`src/design/sfr_pkg.sv`:
```
// ----------------------------------------------------------------------------
// Stuffed frame receiver package
// Shared widths, codes and types for the frame receiver and its parts.
// ----------------------------------------------------------------------------
package sfr_pkg;

  // Default limit on kept bytes (id plus body) in one frame.
  localparam int SFR_MAX_FRAME_BYTES = 256;

  localparam int BYTE_W    = 8;
  localparam int KIND_W    = 3;
  localparam int CFG_IDX_W = 2;

  // Reset values of the special characters.
  localparam logic [BYTE_W-1:0] START_CHAR_RST  = 8'd2;
  localparam logic [BYTE_W-1:0] END_CHAR_RST    = 8'd3;
  localparam logic [BYTE_W-1:0] ESCAPE_CHAR_RST = 8'd27;

  // Configuration register indexes.
  typedef enum logic [CFG_IDX_W-1:0] {
    CFG_START  = 2'd0,
    CFG_END    = 2'd1,
    CFG_ESCAPE = 2'd2
  } sfr_cfg_idx_t;

  // Receiver mode.
  typedef enum logic [1:0] {
    MODE_HUNT  = 2'd0,
    MODE_ESC   = 2'd1,
    MODE_FRAME = 2'd2
  } sfr_mode_t;

  // Result kinds.
  typedef enum logic [KIND_W-1:0] {
    KIND_NONE = 3'd0,
    KIND_ID   = 3'd1,
    KIND_BODY = 3'd2,
    KIND_GOOD = 3'd3,
    KIND_CSUM = 3'd4,
    KIND_BAD  = 3'd5
  } sfr_kind_t;

  // The three special characters as held in configuration.
  typedef struct packed {
    logic [BYTE_W-1:0] start_char;
    logic [BYTE_W-1:0] end_char;
    logic [BYTE_W-1:0] escape_char;
  } sfr_chars_t;

  // One result as it travels from the decoder to the output buffer.
  typedef struct packed {
    sfr_kind_t         kind;
    logic [BYTE_W-1:0] data;
    logic [BYTE_W-1:0] index;
    logic [BYTE_W-1:0] plen;
  } sfr_result_t;

endpackage

```
`src/design/sfr_if.sv`:
```
// ----------------------------------------------------------------------------
// Stuffed frame receiver channels
// Valid/ready interfaces for received bytes and for frame results.
// ----------------------------------------------------------------------------

// Received line bytes.
interface sfr_in_if;
  logic       valid;
  logic       ready;
  logic [7:0] rx_byte;

  modport source (output valid, output rx_byte, input ready);
  modport sink   (input valid, input rx_byte, output ready);
endinterface

// Frame results.
interface sfr_out_if;
  logic       valid;
  logic       ready;
  logic [2:0] result_kind;
  logic [7:0] data_byte;
  logic [7:0] byte_index;
  logic [7:0] payload_length;

  modport source (output valid, output result_kind, output data_byte,
                  output byte_index, output payload_length, input ready);
  modport sink   (input valid, input result_kind, input data_byte,
                  input byte_index, input payload_length, output ready);
endinterface

```
`src/design/sfr_decoder.sv`:
```
// ----------------------------------------------------------------------------
// Stuffed frame receiver decoder
// Per-byte frame state machine: unstuffing, counting, checksum and verdict.
// ----------------------------------------------------------------------------
module sfr_decoder import sfr_pkg::*; #(
  parameter int MAX_FRAME_BYTES = SFR_MAX_FRAME_BYTES
) (
  input  logic              clk,
  input  logic              rst_n,
  input  sfr_chars_t        chars,
  input  logic              byte_fire,
  input  logic [BYTE_W-1:0] rx_byte,
  output sfr_result_t       result
);

  localparam int CNT_W = $clog2(MAX_FRAME_BYTES + 1);

  sfr_mode_t         mode_r,  mode_nxt;
  logic [CNT_W-1:0]  count_r, count_nxt;
  logic [BYTE_W-1:0] sum_r,   sum_nxt;
  logic              ovf_r,   ovf_nxt;

  logic              esc_open;
  logic              in_frame;
  logic [CNT_W-1:0]  count_m1;
  logic [CNT_W-1:0]  count_m2;

  // State registers.
  always_ff @(posedge clk) begin
    if (!rst_n) begin
      mode_r  <= MODE_HUNT;
      count_r <= '0;
      sum_r   <= '0;
      ovf_r   <= 1'b0;
    end else begin
      mode_r  <= mode_nxt;
      count_r <= count_nxt;
      sum_r   <= sum_nxt;
      ovf_r   <= ovf_nxt;
    end
  end

  assign count_m1 = count_r - CNT_W'(1);
  assign count_m2 = count_r - CNT_W'(2);

  // Mode decode; the unused code behaves as hunting.
  always_comb begin
    unique case (mode_r)
      MODE_ESC: begin
        esc_open = 1'b1;
        in_frame = 1'b1;
      end
      MODE_FRAME: begin
        esc_open = 1'b0;
        in_frame = 1'b1;
      end
      default: begin
        esc_open = 1'b0;
        in_frame = 1'b0;
      end
    endcase
  end

  // Next state and result for one accepted byte.
  always_comb begin
    mode_nxt  = mode_r;
    count_nxt = count_r;
    sum_nxt   = sum_r;
    ovf_nxt   = ovf_r;
    result    = '{kind: KIND_NONE, data: '0, index: '0, plen: '0};

    if (byte_fire) begin
      priority if (!esc_open && rx_byte == chars.start_char) begin
        // A start opens a fresh frame and silently drops any open one.
        mode_nxt  = MODE_FRAME;
        count_nxt = '0;
        sum_nxt   = '0;
        ovf_nxt   = 1'b0;
      end else if (!esc_open && rx_byte == chars.end_char) begin
        // An end closes the frame and gives the verdict.
        if (in_frame) begin
          priority if (ovf_r || count_r < CNT_W'(2)) begin
            result.kind = KIND_BAD;
          end else if (sum_r == '0) begin
            result.kind = KIND_GOOD;
            result.plen = BYTE_W'(count_m2);
          end else begin
            result.kind = KIND_CSUM;
          end
        end
        mode_nxt  = MODE_HUNT;
        count_nxt = '0;
        sum_nxt   = '0;
        ovf_nxt   = 1'b0;
      end else if (in_frame) begin
        // Every byte inside a frame, escapes included, enters the sum.
        sum_nxt = sum_r + rx_byte;
        if (mode_r == MODE_FRAME && rx_byte == chars.escape_char) begin
          mode_nxt = MODE_ESC;
        end else begin
          mode_nxt = MODE_FRAME;
          priority if (count_r == '0) begin
            result.kind = KIND_ID;
            result.data = rx_byte;
            count_nxt   = CNT_W'(1);
          end else if (count_r < CNT_W'(MAX_FRAME_BYTES)) begin
            result.kind  = KIND_BODY;
            result.data  = rx_byte;
            result.index = BYTE_W'(count_m1);
            count_nxt    = count_r + CNT_W'(1);
          end else begin
            // Frame is full: the byte is dropped and remembered.
            ovf_nxt = 1'b1;
          end
        end
      end else begin
        mode_nxt = MODE_HUNT;
      end
    end
  end

endmodule

```
`src/design/sfr_out_buf.sv`:
```
// ----------------------------------------------------------------------------
// Stuffed frame receiver output buffer
// Result register with a skid stage, so a stalled sink does not stop intake
// until two results are waiting.
// ----------------------------------------------------------------------------
module sfr_out_buf import sfr_pkg::*; (
  input  logic        clk,
  input  logic        rst_n,
  input  logic        push,
  input  sfr_result_t push_data,
  output logic        can_push,
  output logic        out_valid,
  input  logic        out_ready,
  output sfr_result_t out_data
);

  logic        main_valid_r, main_valid_nxt;
  logic        skid_valid_r, skid_valid_nxt;
  sfr_result_t main_r,       main_nxt;
  sfr_result_t skid_r,       skid_nxt;
  logic        pop;

  assign pop       = main_valid_r && out_ready;
  assign can_push  = !skid_valid_r;
  assign out_valid = main_valid_r;
  assign out_data  = main_r;

  // Control flags.
  always_ff @(posedge clk) begin
    if (!rst_n) begin
      main_valid_r <= 1'b0;
      skid_valid_r <= 1'b0;
    end else begin
      main_valid_r <= main_valid_nxt;
      skid_valid_r <= skid_valid_nxt;
    end
  end

  // Payload registers.
  always_ff @(posedge clk) begin
    main_r <= main_nxt;
    skid_r <= skid_nxt;
  end

  // Refill the result register from the skid stage first, then from a new
  // request; park the new request in the skid stage when the sink stalls.
  always_comb begin
    main_valid_nxt = main_valid_r;
    skid_valid_nxt = skid_valid_r;
    main_nxt       = main_r;
    skid_nxt       = skid_r;

    if (skid_valid_r) begin
      if (pop) begin
        main_nxt       = skid_r;
        skid_valid_nxt = 1'b0;
      end
    end else if (push) begin
      if (!main_valid_r || pop) begin
        main_nxt       = push_data;
        main_valid_nxt = 1'b1;
      end else begin
        skid_nxt       = push_data;
        skid_valid_nxt = 1'b1;
      end
    end else if (pop) begin
      main_valid_nxt = 1'b0;
    end
  end

endmodule

```
`src/design/stuffed_frame_receiver.sv`:
```
// ----------------------------------------------------------------------------
// Stuffed frame receiver
// Finds byte-stuffed frames in a received byte stream and checks their
// additive checksum.
// ----------------------------------------------------------------------------
// The receiver takes one line byte per clock cycle while the result sink keeps
// up and gives exactly one registered result request for every byte it takes.
// The per-byte decode is a compare against the three special characters and an
// 8-bit add, done combinationally ahead of the result register, so the sustained
// rate is one byte per cycle whenever the result sink is ready. A two-entry output
// buffer (result register plus skid stage) lets intake go on for one more byte
// while a result waits; a result parked in the skid stage moves up when the one
// ahead of it leaves, and in_chan.ready falls only when both entries are full.
// The user is to write the special characters through the cfg_ port while the
// receiver is idle; the block itself does not enforce this. An index beyond the
// escape character is ignored.
// ----------------------------------------------------------------------------
module stuffed_frame_receiver import sfr_pkg::*; #(
  parameter int MAX_FRAME_BYTES = SFR_MAX_FRAME_BYTES
) (
  input  logic                 clk,
  input  logic                 rst_n,
  input  logic                 cfg_we,
  input  logic [CFG_IDX_W-1:0] cfg_index,
  input  logic [BYTE_W-1:0]    cfg_wdata,
  sfr_in_if.sink               in_chan,
  sfr_out_if.source            out_chan
);

  sfr_chars_t  chars_r;
  sfr_result_t dec_result;
  sfr_result_t buf_data;
  logic        byte_fire;
  logic        can_push;

  // Special character registers.
  always_ff @(posedge clk) begin
    if (!rst_n) begin
      chars_r.start_char  <= START_CHAR_RST;
      chars_r.end_char    <= END_CHAR_RST;
      chars_r.escape_char <= ESCAPE_CHAR_RST;
    end else if (cfg_we) begin
      unique case (cfg_index)
        CFG_START:  chars_r.start_char  <= cfg_wdata;
        CFG_END:    chars_r.end_char    <= cfg_wdata;
        CFG_ESCAPE: chars_r.escape_char <= cfg_wdata;
        default:    ;
      endcase
    end
  end

  assign in_chan.ready = can_push;
  assign byte_fire     = in_chan.valid && can_push;

  // Frame decoder.
  sfr_decoder #(
    .MAX_FRAME_BYTES (MAX_FRAME_BYTES)
  ) u_decoder (
    .clk       (clk),
    .rst_n     (rst_n),
    .chars     (chars_r),
    .byte_fire (byte_fire),
    .rx_byte   (in_chan.rx_byte),
    .result    (dec_result)
  );

  // Result register and skid stage.
  sfr_out_buf u_out_buf (
    .clk       (clk),
    .rst_n     (rst_n),
    .push      (byte_fire),
    .push_data (dec_result),
    .can_push  (can_push),
    .out_valid (out_chan.valid),
    .out_ready (out_chan.ready),
    .out_data  (buf_data)
  );

  assign out_chan.result_kind    = buf_data.kind;
  assign out_chan.data_byte      = buf_data.data;
  assign out_chan.byte_index     = buf_data.index;
  assign out_chan.payload_length = buf_data.plen;

endmodule

```
`src/flat_wrapper.sv`:
```
// flat-port wrapper written by rule: the top's interface ports become plain ports
module stuffed_frame_receiver_flat import sfr_pkg::*;
#(
  parameter int MAX_FRAME_BYTES = SFR_MAX_FRAME_BYTES
)
  (clk, rst_n, cfg_we, cfg_index, cfg_wdata, in_chan_valid, in_chan_rx_byte, in_chan_ready, out_chan_valid, out_chan_result_kind, out_chan_data_byte, out_chan_byte_index, out_chan_payload_length, out_chan_ready);
  sfr_in_if in_chan_i ();
  sfr_out_if out_chan_i ();
  input  logic clk;
  input  logic rst_n;
  input  logic cfg_we;
  input  logic [CFG_IDX_W-1:0] cfg_index;
  input  logic [BYTE_W-1:0] cfg_wdata;
  input wire logic [$bits(in_chan_i.valid)-1:0] in_chan_valid;
  input wire logic [$bits(in_chan_i.rx_byte)-1:0] in_chan_rx_byte;
  output wire logic [$bits(in_chan_i.ready)-1:0] in_chan_ready;
  output wire logic [$bits(out_chan_i.valid)-1:0] out_chan_valid;
  output wire logic [$bits(out_chan_i.result_kind)-1:0] out_chan_result_kind;
  output wire logic [$bits(out_chan_i.data_byte)-1:0] out_chan_data_byte;
  output wire logic [$bits(out_chan_i.byte_index)-1:0] out_chan_byte_index;
  output wire logic [$bits(out_chan_i.payload_length)-1:0] out_chan_payload_length;
  input wire logic [$bits(out_chan_i.ready)-1:0] out_chan_ready;
  assign in_chan_i.valid = in_chan_valid;
  assign in_chan_i.rx_byte = in_chan_rx_byte;
  assign in_chan_ready = in_chan_i.ready;
  assign out_chan_valid = out_chan_i.valid;
  assign out_chan_result_kind = out_chan_i.result_kind;
  assign out_chan_data_byte = out_chan_i.data_byte;
  assign out_chan_byte_index = out_chan_i.byte_index;
  assign out_chan_payload_length = out_chan_i.payload_length;
  assign out_chan_i.ready = out_chan_ready;
  stuffed_frame_receiver #(.MAX_FRAME_BYTES(MAX_FRAME_BYTES)) u_core (.clk(clk), .rst_n(rst_n), .cfg_we(cfg_we), .cfg_index(cfg_index), .cfg_wdata(cfg_wdata), .in_chan(in_chan_i), .out_chan(out_chan_i));
endmodule
```
`config.mk`:
```
export PLATFORM = sky130hd
export DESIGN_NAME = stuffed_frame_receiver_flat
export DESIGN_NICKNAME = d
export VERILOG_FILES = /design/src/design/sfr_pkg.sv /design/src/design/sfr_if.sv /design/src/design/sfr_decoder.sv /design/src/design/sfr_out_buf.sv /design/src/design/stuffed_frame_receiver.sv /design/src/flat_wrapper.sv
export SDC_FILE = /design/constraint.sdc
export NUM_CORES = 1
export LEC_CHECK = 0
export BUFFER_PORTS_ARGS = -buffer_cell sky130_fd_sc_hd__buf_2
export CAP_MARGIN = 25
export CORE_ASPECT_RATIO = 0.7
export CORE_UTILIZATION = 35
export DETAILED_ROUTE_END_ITERATION = 10
export PLACE_DENSITY_LB_ADDON = 0.1
export SLEW_MARGIN = 20
export SYNTH_ARGS = -nofsm -noshare
export SYNTH_HDL_FRONTEND = slang
export SYNTH_SLANG_ARGS = --single-unit
```
`constraint.sdc`:
```
create_clock -name clk -period 2.9 [get_ports clk]
set_input_delay 0.145 -clock clk [delete_from_list [all_inputs] [get_ports clk]]
set_output_delay 0.145 -clock clk [all_outputs]
set_load 0.05 [all_outputs]
```
# --- After elaboration in Yosys (flattened, before gate mapping) ---
# Cells that the tools add are included.
totals:
  regBits: 100
  in_bits: 23
  out_inout_bits: 29
  elab_cells: 112
op_classes:
  addsub: 4
  magnitude_cmp: 2
  n_eq_ne: 12
  muxes: 47
  bitwise: 2
  reduce_logical: 28
ops:
  columns: ["operator", "count"]
  rows:
  - ["$mux W27", 5]
  - ["$mux W8", 8]
  - ["$mux W9", 6]
  - ["$mux W19", 2]
  - ["$eq A8 B8 Y1", 3]
  - ["$mux W18", 1]
  - ["$mux W16", 1]
  - ["$mux W1", 15]
  - ["$mux W3", 4]
  - ["$mux W11", 1]
  - ["$add A9 B1 Y9 const B", 1]
  - ["$logic_not A9 Y1", 1]
  - ["$lt A9 B2 Y1 const B", 1]
  - ["$lt A9 B9 Y1 const B", 1]
  - ["$ne A3 B3 Y1 const B", 3]
  - ["$reduce_and A3 Y1", 3]
  - ["$add A8 B8 Y8", 1]
  - ["$logic_not A8 Y1", 1]
  - ["$mux W2", 4]
  - ["$reduce_and A2 Y1", 4]
  - ["$sub A8 B1 Y8 const B", 1]
  - ["$sub A8 B2 Y8 const B", 1]
  - ["$reduce_bool A2 Y1", 3]
  - ["$logic_and A1 B1 Y1", 5]
  - ["other kinds (13)", 19]

# --- Longest topological paths before layout ---
# Gate-level depths: netlist (run 1).
logic_depth:
  depth_word: 10
  ltp_mapped: 9
  depth_no_buf: 8

# --- Cells and area by module ---
# From an unflattened synthesis (run 1), not the netlist that was laid out.
unflattened:
  cells_unflattened: 446
  area_unflattened_um2: 4979.8
by_module_without_submodules:
  columns: ["module", "n_inst", "cells_per_inst", "area_each_um2", "seq_area_each_um2"]
  rows:
  - ["sfr_out_buf", 1, 98, 2062.0, 1661.6]
  - ["sfr_decoder", 1, 255, 1975.6, 400.4]
  - ["stuffed_frame_receiver", 1, 93, 942.2, 480.5]

# --- Worst setup path after synthesis (run 1) ---
# Ideal clock, no wire load.
synth_path:
  kind: "register to register"
  start: "register u_core.u_out_buf.skid_valid_r"
  end: "register u_core.u_out_buf.main_r, in the netlist u_core.u_out_buf.out_data[0] (enable)"
  setup_ns: 0.411
  t_arrival_ns: 2.157
  required_ns: 2.489
  setup_slack_ns: 0.332
  stages_incl_launch_ff: 5
  path_buffers: 2
  period_less_slack_ns: 2.568
  path_cell_list: "dfxtp_1 > clkbuf_1 > buf_1 > a21oi_1 > nor2_1"
synth_via:
  elab_chain_len: 4
  elab_cells_between_ends: 6
  cone_classes: "eq/ne: 1; reduce/logical: 5"
synth_lines:
  columns: ["element", "line_no", "text"]
  rows:
  - ["start: declaration", "sfr_out_buf.sv:18", "logic skid_valid_r, skid_valid_nxt;"]
  - ["start signal: assignment", "sfr_out_buf.sv:35", "skid_valid_r <= skid_valid_nxt;"]
  - ["$logic_not A1 Y1", "sfr_out_buf.sv:24", "assign can_push = !skid_valid_r;"]
  - ["$logic_and A1 B1 Y1", "stuffed_frame_receiver.sv:53", "assign byte_fire = in_chan.valid && can_push;"]
  - ["$reduce_bool A2 Y1 (no source line)", null, null]
  - ["$reduce_and A3 Y1 (no source line) (*)", null, null]
  - ["end signal: assignment", "sfr_out_buf.sv:41", "main_r <= main_nxt;"]
  - ["end: declaration", "sfr_out_buf.sv:19", "sfr_result_t main_r, main_nxt;"]
# Every way passes the cells marked *; elsewhere a longest branch is shown, timed or not.
# A chain may end at the register's enable or synchronous reset.

==> metrics.txt, run 1 <==
status=completed; io pins=52; utilization after layout=0.424; initial DRC count=about 190; Peak Freq=~420 MHz; Slew @ Worst Pin=slightly below 0.9 ns; clk buf depth=2; gr ovfl total=0; H-Tree Depth=3; Worst-path clk slew=around 0.070 ns; Final setup violation count=0; final instance area=5700 sq um; number of synthesized flops with an enable pin=54; most frequent cells in the layout=54 x edfxtp_1, 52 x nor2_1, 51 x nand2_1, 51 x buf_2, 46 x dfxtp_1; GRT Util Overall=0.166; crit share post-route=0.826; WL final=about 11 mm; Root Buffer=clkbuf_16; TritonCTS clock tree=done; sw power=881 uW; worst hold path type=in -> reg; RSZ-0062 raised after global routing=false; Num CTS Buffers=9; Sw Share=0.278; number of global-route vias before repair=3,194; combinational cell fraction of total power=0.137; core area=13,400 sq um; Starting Density=0.367; Cell Pwr Density=about 560 nW/um^2; Sink Count=100; largest net degree at the start of global routing=35; Cell Rows=35; Synth Warn #=0; Max Slew Vio Count=0; Internal=2.28 mW; critical path peak fanout=12; post-synthesis register bit count=100; GP Congestion=0.785; Post-Synthesis Mean Instance Area=10.8 sq um; Hold Fails Final Rpt=0; post-DP HPWL=8.23 mm; total number of vias=3,506; LEAKAGE=around 2.3 nW; Hold Buf Count CTS=0; asr flop ratio synth=0; most frequently used flop master after synthesis=edfxtp_1; DP Worst Slack=0.527 ns; DR pass1 iterations=4; most common cell after layout, fill and taps aside=edfxtp_1; CP Launch Type=register; sequential power share=0.498; Rel. slew slack=0.404; Mapped Nets=slightly below 500; register area share after synthesis=0.515; area delta synth->final=15.5%; layout cells sized above 1=0.198; Die Wd=144 um; WHS=0.0466 ns; CP required=3.07 ns; Routed Antenna Nets=0; Routed WL per cell=16.3 um; number of max-cap violations=0; Post-CTS Setup Repair Bufs=0; clk_skew=approximately 0.0095 ns; setup TNS=0 ns; post-synth cell types=53; post-CTS sizing=0; initial antenna violation count=0; Mapped Cells=458; Critical Path AT=between 2 and 3 ns; antenna cell count=0; Final WS setup=0.505 ns; die area=14,600 sq um; global-route wire length before repair=between 15 and 20 mm; Post-Syn Area=4930 sq um; IO Port Bufs=51; Cell Area, Placed=about 5400 sq um; drt drc=0; post-layout min period=2.40 ns; Chip Height=just over 100 um; endpoint type of the worst setup path=register; worst skew pair latency=0.34 ns; Crit Path Class=reg -> reg; Clk pwr share=0.365; maximum vdd drop=268 uV; vias per cell=5.02; Nets=roughly 550
==> synth_stat cells (2+ instances only) <==
| cell | number | share of area |
|---|---|---|
| mux2_2 | 9 | 0.021 |
| inv_1 | 9 | 0.0068 |
| nor4_4 | 3 | 0.013 |
| and3_1 | 5 | 0.0063 |
| clkbuf_1 | 17 | 0.013 |
| and2_1 | 11 | 0.014 |
| ha_1 | 14 | 0.036 |
| nor2_1 | 53 | 0.040 |
| o22ai_1 | 5 | 0.0063 |
| buf_6 | 2 | 0.0046 |
| a211oi_1 | 2 | 0.0030 |
| a21oi_1 | 10 | 0.010 |
| xnor2_2 | 2 | 0.0066 |
| buf_2 | 2 | 0.0020 |
| o21ai_0 | 6 | 0.0061 |
| nor3_1 | 9 | 0.0091 |
| dfxtp_1 | 46 | 0.19 |
| buf_1 | 4 | 0.0030 |
| nand3b_1 | 4 | 0.0061 |
| nor4_1 | 3 | 0.0038 |
| or3_1 | 2 | 0.0025 |
| o211ai_1 | 2 | 0.0030 |
| o41ai_1 | 3 | 0.0053 |
| edfxtp_1 | 54 | 0.33 |
| mux2i_1 | 25 | 0.051 |
| xor2_1 | 8 | 0.014 |
| nand2b_1 | 3 | 0.0038 |
| a221o_1 | 6 | 0.012 |
| nand4_1 | 6 | 0.0076 |
| xnor2_1 | 28 | 0.050 |
| nor2b_1 | 7 | 0.0089 |
| o31ai_1 | 16 | 0.024 |
| o32ai_1 | 2 | 0.0036 |
| nand2_1 | 51 | 0.039 |
| nand3_1 | 11 | 0.011 |
==> stage by stage <==
step	total power, mW	std cells
floorplan	1.92	458
CTS	3.20	699
global placement	2.04	683
detailed placement	2.04	683
global route	3.29	699
finish	3.16	699
==> metal layers <==
metal / GRT usage / share of wire / up-vias
li1: - / - / 1750
met1: 0.270 / 0.57 / 1657
met2: 0.205 / 0.36 / 86
met3: 0.0426 / 0.046 / 13
met4: 0.0491 / 0.017 / 0
met5: 0 / 0 / -
==> kinds of logic (layout without fill, tap and decap cells) <==
logic type | Yosys count | in the layout | share of synthesized area
AO/OA/AOI/OAI | 60 | 60 | 0.0905
XOR/XNOR | 38 | 38 | 0.0705
adder cells (fa/ha/maj) | 15 | 15 | 0.0396
buffers and inverters | 35 | 91 | 0.0302
flip-flops | 100 | 100 | 0.515
multiplexers | 34 | 34 | 0.0713
AND/OR/NAND/NOR | 176 | 176 | 0.183
==> area by class of cell <==
cell class	instances	area, sq um
clock buffers	10	229
repair buffers	65	360
well taps	185	231
clock inverters	6	55.1
multi-input cells	323	2240
fillers	1320	7740
flip-flops and latches	100	2540
inverters	10	37.5
==> power groups by stage <==
stage / logic, mW / clock network, mW / registers [mW]
after global placement: 0.435 / 0 / 1.61
after global routing: 0.468 / 1.25 / 1.58
after floorplan: 0.201 / 0 / 1.71
after CTS: 0.436 / 1.19 / 1.57
final: 0.434 / 1.16 / 1.57
after detailed placement: 0.434 / 0 / 1.61
==> worst max-delay path: stages (launching register included) <==
cell and delay [ns]:
dfxtp_1 0.36, inv_1 0.06, ha_1 0.30, nor2_1 0.21, nor4b_4 0.49, o31ai_2 0.32
buf_4 0.25, o31ai_1 0.23
==> registers in the layout (all words and copies together), names as in the netlist <==
name                           cells
u_core.u_decoder.sum_r             8
u_core.u_decoder.mode_r            2
u_core.u_out_buf.skid_valid_r      1
u_core.u_decoder.count_r           9
u_core.u_out_buf.skid_r           27
u_core.u_out_buf.out_data         27
u_core.u_out_buf.out_valid         1
u_core.chars_r                    24
u_core.u_decoder.ovf_r             1
==> final timing paths <==
check / startpoint / to / slack [ns] / cells past startpoint
setup / recovery: u_core.u_decoder.mode_r[0] / u_core.u_out_buf.out_data[13] / 0.50 / 7
hold / removal: out_chan_ready / u_core.u_out_buf.skid_valid_r / 0.05 / 2
setup reg to reg: u_core.u_decoder.mode_r[0] / u_core.u_out_buf.out_data[13] / 0.50 / 7
hold reg to reg: u_core.u_decoder.ovf_r / u_core.u_decoder.ovf_r / 0.48 / 2
No activity file was read; power rests on OpenSTA's default activity.
==> run 2, diff against run 1 <==
--- a/config.mk
+++ b/config.mk
@@ -5,6 +5,7 @@
 export SDC_FILE = /design/constraint.sdc
 export NUM_CORES = 1
 export LEC_CHECK = 0
+export ABC_AREA = 1
 export BUFFER_PORTS_ARGS = -buffer_cell sky130_fd_sc_hd__buf_2
 export CAP_MARGIN = 25
 export CORE_ASPECT_RATIO = 0.7
==> constraint.sdc (replaced) <==
create_clock -name clk -period 2.1 [get_ports clk]
set_input_delay 0.105 -clock clk [delete_from_list [all_inputs] [get_ports clk]]
set_output_delay 0.105 -clock clk [all_outputs]
set_load 0.05 [all_outputs]
==> metrics.txt, run 2 <==
status=completed; Simple-Gate Fraction of Synth Area=0.268; Cell Pwr Density=827 nW/um^2; Multi-input gate area=2360 sq um; post-layout min period=roughly 2.0 ns; RSZ-0062 raised after global routing=false; largest net degree at the start of global routing=31; core area=14,700 sq um; CP startpoint=u_core.u_decoder.mode_r[1]; area leader, netlist=edfxtp_1; register area share after synthesis=0.483; Hold Buf Count CTS=0; gr ovfl total=0; Reg2Reg Setup Slack=0.14 ns; Post-Syn Area=between 5000 and 6000 sq um; global-route wire length before repair=approximately 22 mm; IO Port Bufs=51; DR pass1 iterations=5; Cell Rows=37; die area=~16,000 sq um; clk buf depth=2; Mapped Cells=~660; sequence of cells on the critical path=inv_1 -> ha_2 -> a21oi_1 -> nand2_1 -> nor2_4 -> nand3_4 -> nand2_4 -> nor3_4 -> buf_4 -> buf_4 -> nand4_1 -> nand2_1; Synth Area in XOR/XNOR=0.0383; Synth area leaders=edfxtp_1 31%, dfxtp_1 18%, nand2_1 11%; Routed Antenna Nets=0; most frequently used flop master after synthesis=edfxtp_1; most common cell in the netlist=nand2_1; vias per cell=slightly below 5; largest family of logic cells by synthesized area=simple AND/OR/NAND/NOR gates; Routed WL per cell=15.3 um; number of max-cap violations=0; initial DRC count=260; Worst-path clk slew=0.08 ns; adder-cell share of the synthesized area=0.0371; GRT Util Overall=0.189; critical path peak fanout=6; post-synth cell types=35; Worst path slowest cell=dfxtp_1; reg2reg start=u_core.u_decoder.mode_r[1]; most common cell after layout, fill and taps aside=nand2_1; Starting Density=0.358; Final WS setup=0.141 ns; Sink Count=100; WL final=~14 mm; layout cells sized above 1=0.176; Final Power=5.22 mW; post-synthesis register bit count=100; Hold Fails Final Rpt=0; Rel. slew slack=0.477; worst hold path type=in -> reg; Crit Path Class=reg -> reg; Final setup violation count=0; slowest stage delay, CP=about 0.36 ns; crit share post-route=0.933; DP Worst Slack=-0.123 ns; H-Tree Depth=3; Root Buffer=clkbuf_16; filler cell count=1,490; area delta synth->final=20.0%; Slew @ Worst Pin=0.779 ns; maximum vdd drop=between 400 and 500 uV; Synth Warn #=0; Synth Area in Compound Gates=0.0932; Max Slew Vio Count=0; Peak Freq=a little over 500 MHz; most frequent cells in the layout=154 x nand2_1, 89 x nor2_1, 80 x inv_1, 54 x edfxtp_1, 51 x buf_2; Nets=777; drt drc=0; multiplexer share of the synthesized area=0; asr flop ratio synth=0; LEAKAGE=roughly 2.9 nW; Critical Path AT=2.07 ns; Chip Height=105 um; number of global-route vias before repair=approximately 4,200; initial antenna violation count=0; antenna cell count=0; share of the synthesized area in the top cell type=0.308; endpoint type of the worst setup path=register; CP required=2.21 ns; Die Wd=149 um; GP Congestion=0.851; top cells by count, synth=155 x nand2_1, 91 x nor2_1, 80 x inv_1; setup TNS=0 ns; Hold Startpoint=cfg_wdata[4]; total number of vias=4,549; post-DP HPWL=10.9 mm; TritonCTS clock tree=done; Register Area=2540 sq um; Post-Synthesis Mean Instance Area=7.95 sq um; number of synthesized flops with an enable pin=54; clk_skew=0.0139 ns; io pins=52; CP Launch Type=register; worst skew pair latency=about 0.35 ns; Mapped Nets=700; Num CTS Buffers=9
run 2: cell count changes after synthesis, moves of 11 or more:
| cell | previous run | this run |
|---|---|---|
| nand2_1 | 51 | 155 |
| inv_1 | 9 | 80 |
| nor2_1 | 53 | 91 |
| a21oi_1 | 10 | 38 |
| nand3_1 | 11 | 38 |
| o21ai_0 | 6 | 33 |
| mux2i_1 | 25 | 0 |
| xnor2_1 | 28 | 7 |
| o31ai_1 | 16 | 0 |
| and2_1 | 11 | 0 |
run 2: cells by family (layout without fill, tap and decap cells):
kind of cell,Yosys count,in the layout
and+or+nand+nor,327,329
adders and majority gates,15,15
AOI/OAI and AO/OA,89,89
xor gates and xnor gates,23,23
buffers and inverters,108,188
DFF,100,100
run 2: what timing repair did:
action                                  in CTS  in global routing
resized for setup                            1                  9
pin swaps                                    1                  2
setup buffers                                3                  5
endpoints found under the setup margin      27                 30
endpoints found under the hold margin        0                  0
gates cloned                                 0                  2
run 2: worst paths after layout:
path                                        to  depth (start not counted)
setup / recovery  u_core.u_out_buf.out_data[9]                         12
hold / removal               u_core.chars_r[4]                          3
setup reg to reg  u_core.u_out_buf.out_data[9]                         12
hold reg to reg             u_core.chars_r[21]                          2
run 2: critical path: cells and delay by family, from the launching register on:
family                     cells  cell delay, ns
DFF                            1            0.36
AOI/OAI and AO/OA              1            0.12
buffers and inverters          3            0.35
and+or+nand+nor                7            0.70
adders and majority gates      1            0.20
run 2: area by class of cell:
type                            instances  share of cell area
Clock inverter                          7              0.0172
Inverter                               89              0.0529
Tap cell                              195              0.0387
Timing Repair Buffer                   83              0.0791
Sequential cell                       100               0.403
Clock buffer                            9              0.0357
Multi-Input combinational cell        456               0.374
run 2: metrics by stage:
step                cells  hold slack, ns   util  instance area [sq um]
CTS                   932          0.0303  0.424                   6220
global placement      913           0.382  0.399                   5860
detailed placement    913           0.390  0.399                   5860
global route          939          0.0358  0.430                   6310
floorplan             662           0.235      -                   5260
finish                939          0.0338  0.430                   6310
run 2: routing by layer:
layer  global-route usage  wire length, um  up-vias
met1                0.301             7910     2118
met5                    0                0        -
met2                0.260             5620      115
li1                     -                -     2308
met4               0.0420              129        0
met3               0.0323              747        8
run 2: power by group:
group	internal (mW)	switching, mW	total [mW]
clock network	1.08	0.816	1.89
logic	0.324	0.757	1.08
registers	2.19	0.0528	2.25
==> run 3, diff against run 2 <==
--- a/config.mk
+++ b/config.mk
@@ -6,11 +6,11 @@
 export NUM_CORES = 1
 export LEC_CHECK = 0
 export ABC_AREA = 1
-export BUFFER_PORTS_ARGS = -buffer_cell sky130_fd_sc_hd__buf_2
 export CAP_MARGIN = 25
 export CORE_ASPECT_RATIO = 0.7
-export CORE_UTILIZATION = 35
+export CORE_UTILIZATION = 40
 export DETAILED_ROUTE_END_ITERATION = 10
+export DONT_BUFFER_PORTS = 1
 export PLACE_DENSITY_LB_ADDON = 0.1
 export SLEW_MARGIN = 20
 export SYNTH_ARGS = -nofsm -noshare
==> metrics.txt, run 3 (synthesis gave the netlist of run 2 again) <==
status=complete, but fails checks; failing checks=DRC; gr ovfl total=0; RSZ-0062 raised after global routing=false; layout cells sized above 1=0.108; clk_skew=0.00670 ns; Routed WL per cell=16.0 um; met3 wire len=1.13 mm; number of global-route vias before repair=about 4,000; WL final=13.9 mm; DR pass1 iterations=8; DR top layer=met4; Post-Route M1 WL=roughly 7.3 mm; Chip Height=97.9 um; Max Slew Vio Count=0; total number of vias=roughly 4,400; Nets=738; Routed Antenna Nets=0; WHS=0.0104 ns; antenna cell count=0; vias per cell=just over 5; area delta synth->final=15.3%; CP Launch Type=register; initial antenna violation count=0; worst skew pair latency=0.35 ns; CP required=2.20 ns; Cell Rows=34; number of max-cap violations=0; LEAKAGE=approximately 2.7 nW; Num CTS Buffers=9; IO Port Bufs=0; # placed instances=830; Peak Freq=506 MHz; setup TNS=0 ns; post-DP HPWL=10.3 mm; Cell Area, Placed=5570 sq um; GP Congestion=0.870; TritonCTS clock tree=done; Crit Path Class=reg -> reg; Hold Fails Final Rpt=0; most frequent cells in the layout=155 x nand2_1, 89 x nor2_1, 80 x inv_1, 54 x edfxtp_1, 45 x dfxtp_1; filler cell count=1,229; core area=12,600 sq um; die area=13,600 sq um; most common cell after layout, fill and taps aside=nand2_1; endpoint type of the worst setup path=register; GRT Util Overall=0.213; Critical Path AT=2.08 ns; Die Wd=about 140 um; Final setup violation count=0; Slew @ Worst Pin=0.613 ns; crit share post-route=0.941; final instance area=approximately 6000 sq um; post-layout min period=1.98 ns; worst hold path type=in -> reg; Worst-path clk slew=roughly 0.080 ns; H-Tree Depth=3; clk buf depth=2; Root Buffer=clkbuf_16; global-route wire length before repair=22.0 mm; met2 wire length=5.26 mm; initial DRC count=371; drt drc=5; Starting Density=0.416; Register Area=roughly 2500 sq um; Rel. slew slack=0.591; Multi-input gate area=2310 sq um; Sink Count=100; fin cells=slightly below 900; Cell Pwr Density=810 nW/um^2; critical path peak fanout=7; maximum vdd drop=372 uV; io pins=52; largest net degree at the start of global routing=35
[run 3: worst max-delay path: stages (launching register included)]
cell	delay, ns
dfxtp_2	0.34
inv_1	0.04
ha_1	0.19
buf_4	0.15
a21oi_1	0.11
nand2_1	0.07
nor2_2	0.12
nand3_4	0.15
nand2_4	0.10
nor3_4	0.04
buf_4	0.16
buf_12	0.13
nand4_1	0.06
nand2_1	0.08
[run 3: layer usage]
| metal | vias up | GRT usage |
|---|---|---|
| met5 | - | 0 |
| met4 | 0 | 0.0487 |
| li1 | 2241 | - |
| met3 | 8 | 0.0618 |
| met1 | 2021 | 0.328 |
| met2 | 139 | 0.289 |
[run 3: repair_timing]
item,CTS,global route
setup endpoints to repair,10,33
cloned,0,0
buffers inserted,3,4
pin swaps,1,1
hold endpoints to repair,36,0
gates resized for setup,0,4
hold buffers,14,0
[run 3: layout make-up]
class,instances,area share
clock buffer,9,0.0371
clock inverter,7,0.0105
sequential,100,0.419
inverter,89,0.0551
timing repair buffer,46,0.0640
multi-input combinational,454,0.380
tap,162,0.0334
[run 3: power breakdown]
part,leakage (nW),switching [mW],internal (mW)
registers,0.877,0.231,2.20
logic,1.70,0.529,0.293
clock network,0.142,0.818,0.837
total,2.72,1.58,3.33
[run 3: stage by stage]
step | util | total power, mW | worst slack (ns)
final | 0.480 | 4.91 | 0.124
after global routing | 0.480 | 5.13 | 0.000977
after CTS | 0.477 | 4.94 | 0.0585
after detailed placement | 0.441 | 3.23 | -0.0701
after global placement | 0.441 | 3.22 | 0.0378
after floorplan | - | 3.02 | 0.130
[run 3: final timing paths]
kind / from / to / slack [ns] / cells past startpoint
max: u_core.u_decoder.mode_r[1] / u_core.u_out_buf.out_data[9] / 0.12 / 13
min: in_chan_rx_byte[7] / u_core.u_out_buf.skid_r[23] / 0.01 / 2
max reg2reg: u_core.u_decoder.mode_r[1] / u_core.u_out_buf.out_data[9] / 0.12 / 13
min reg2reg: u_core.chars_r[22] / u_core.chars_r[22] / 0.48 / 2
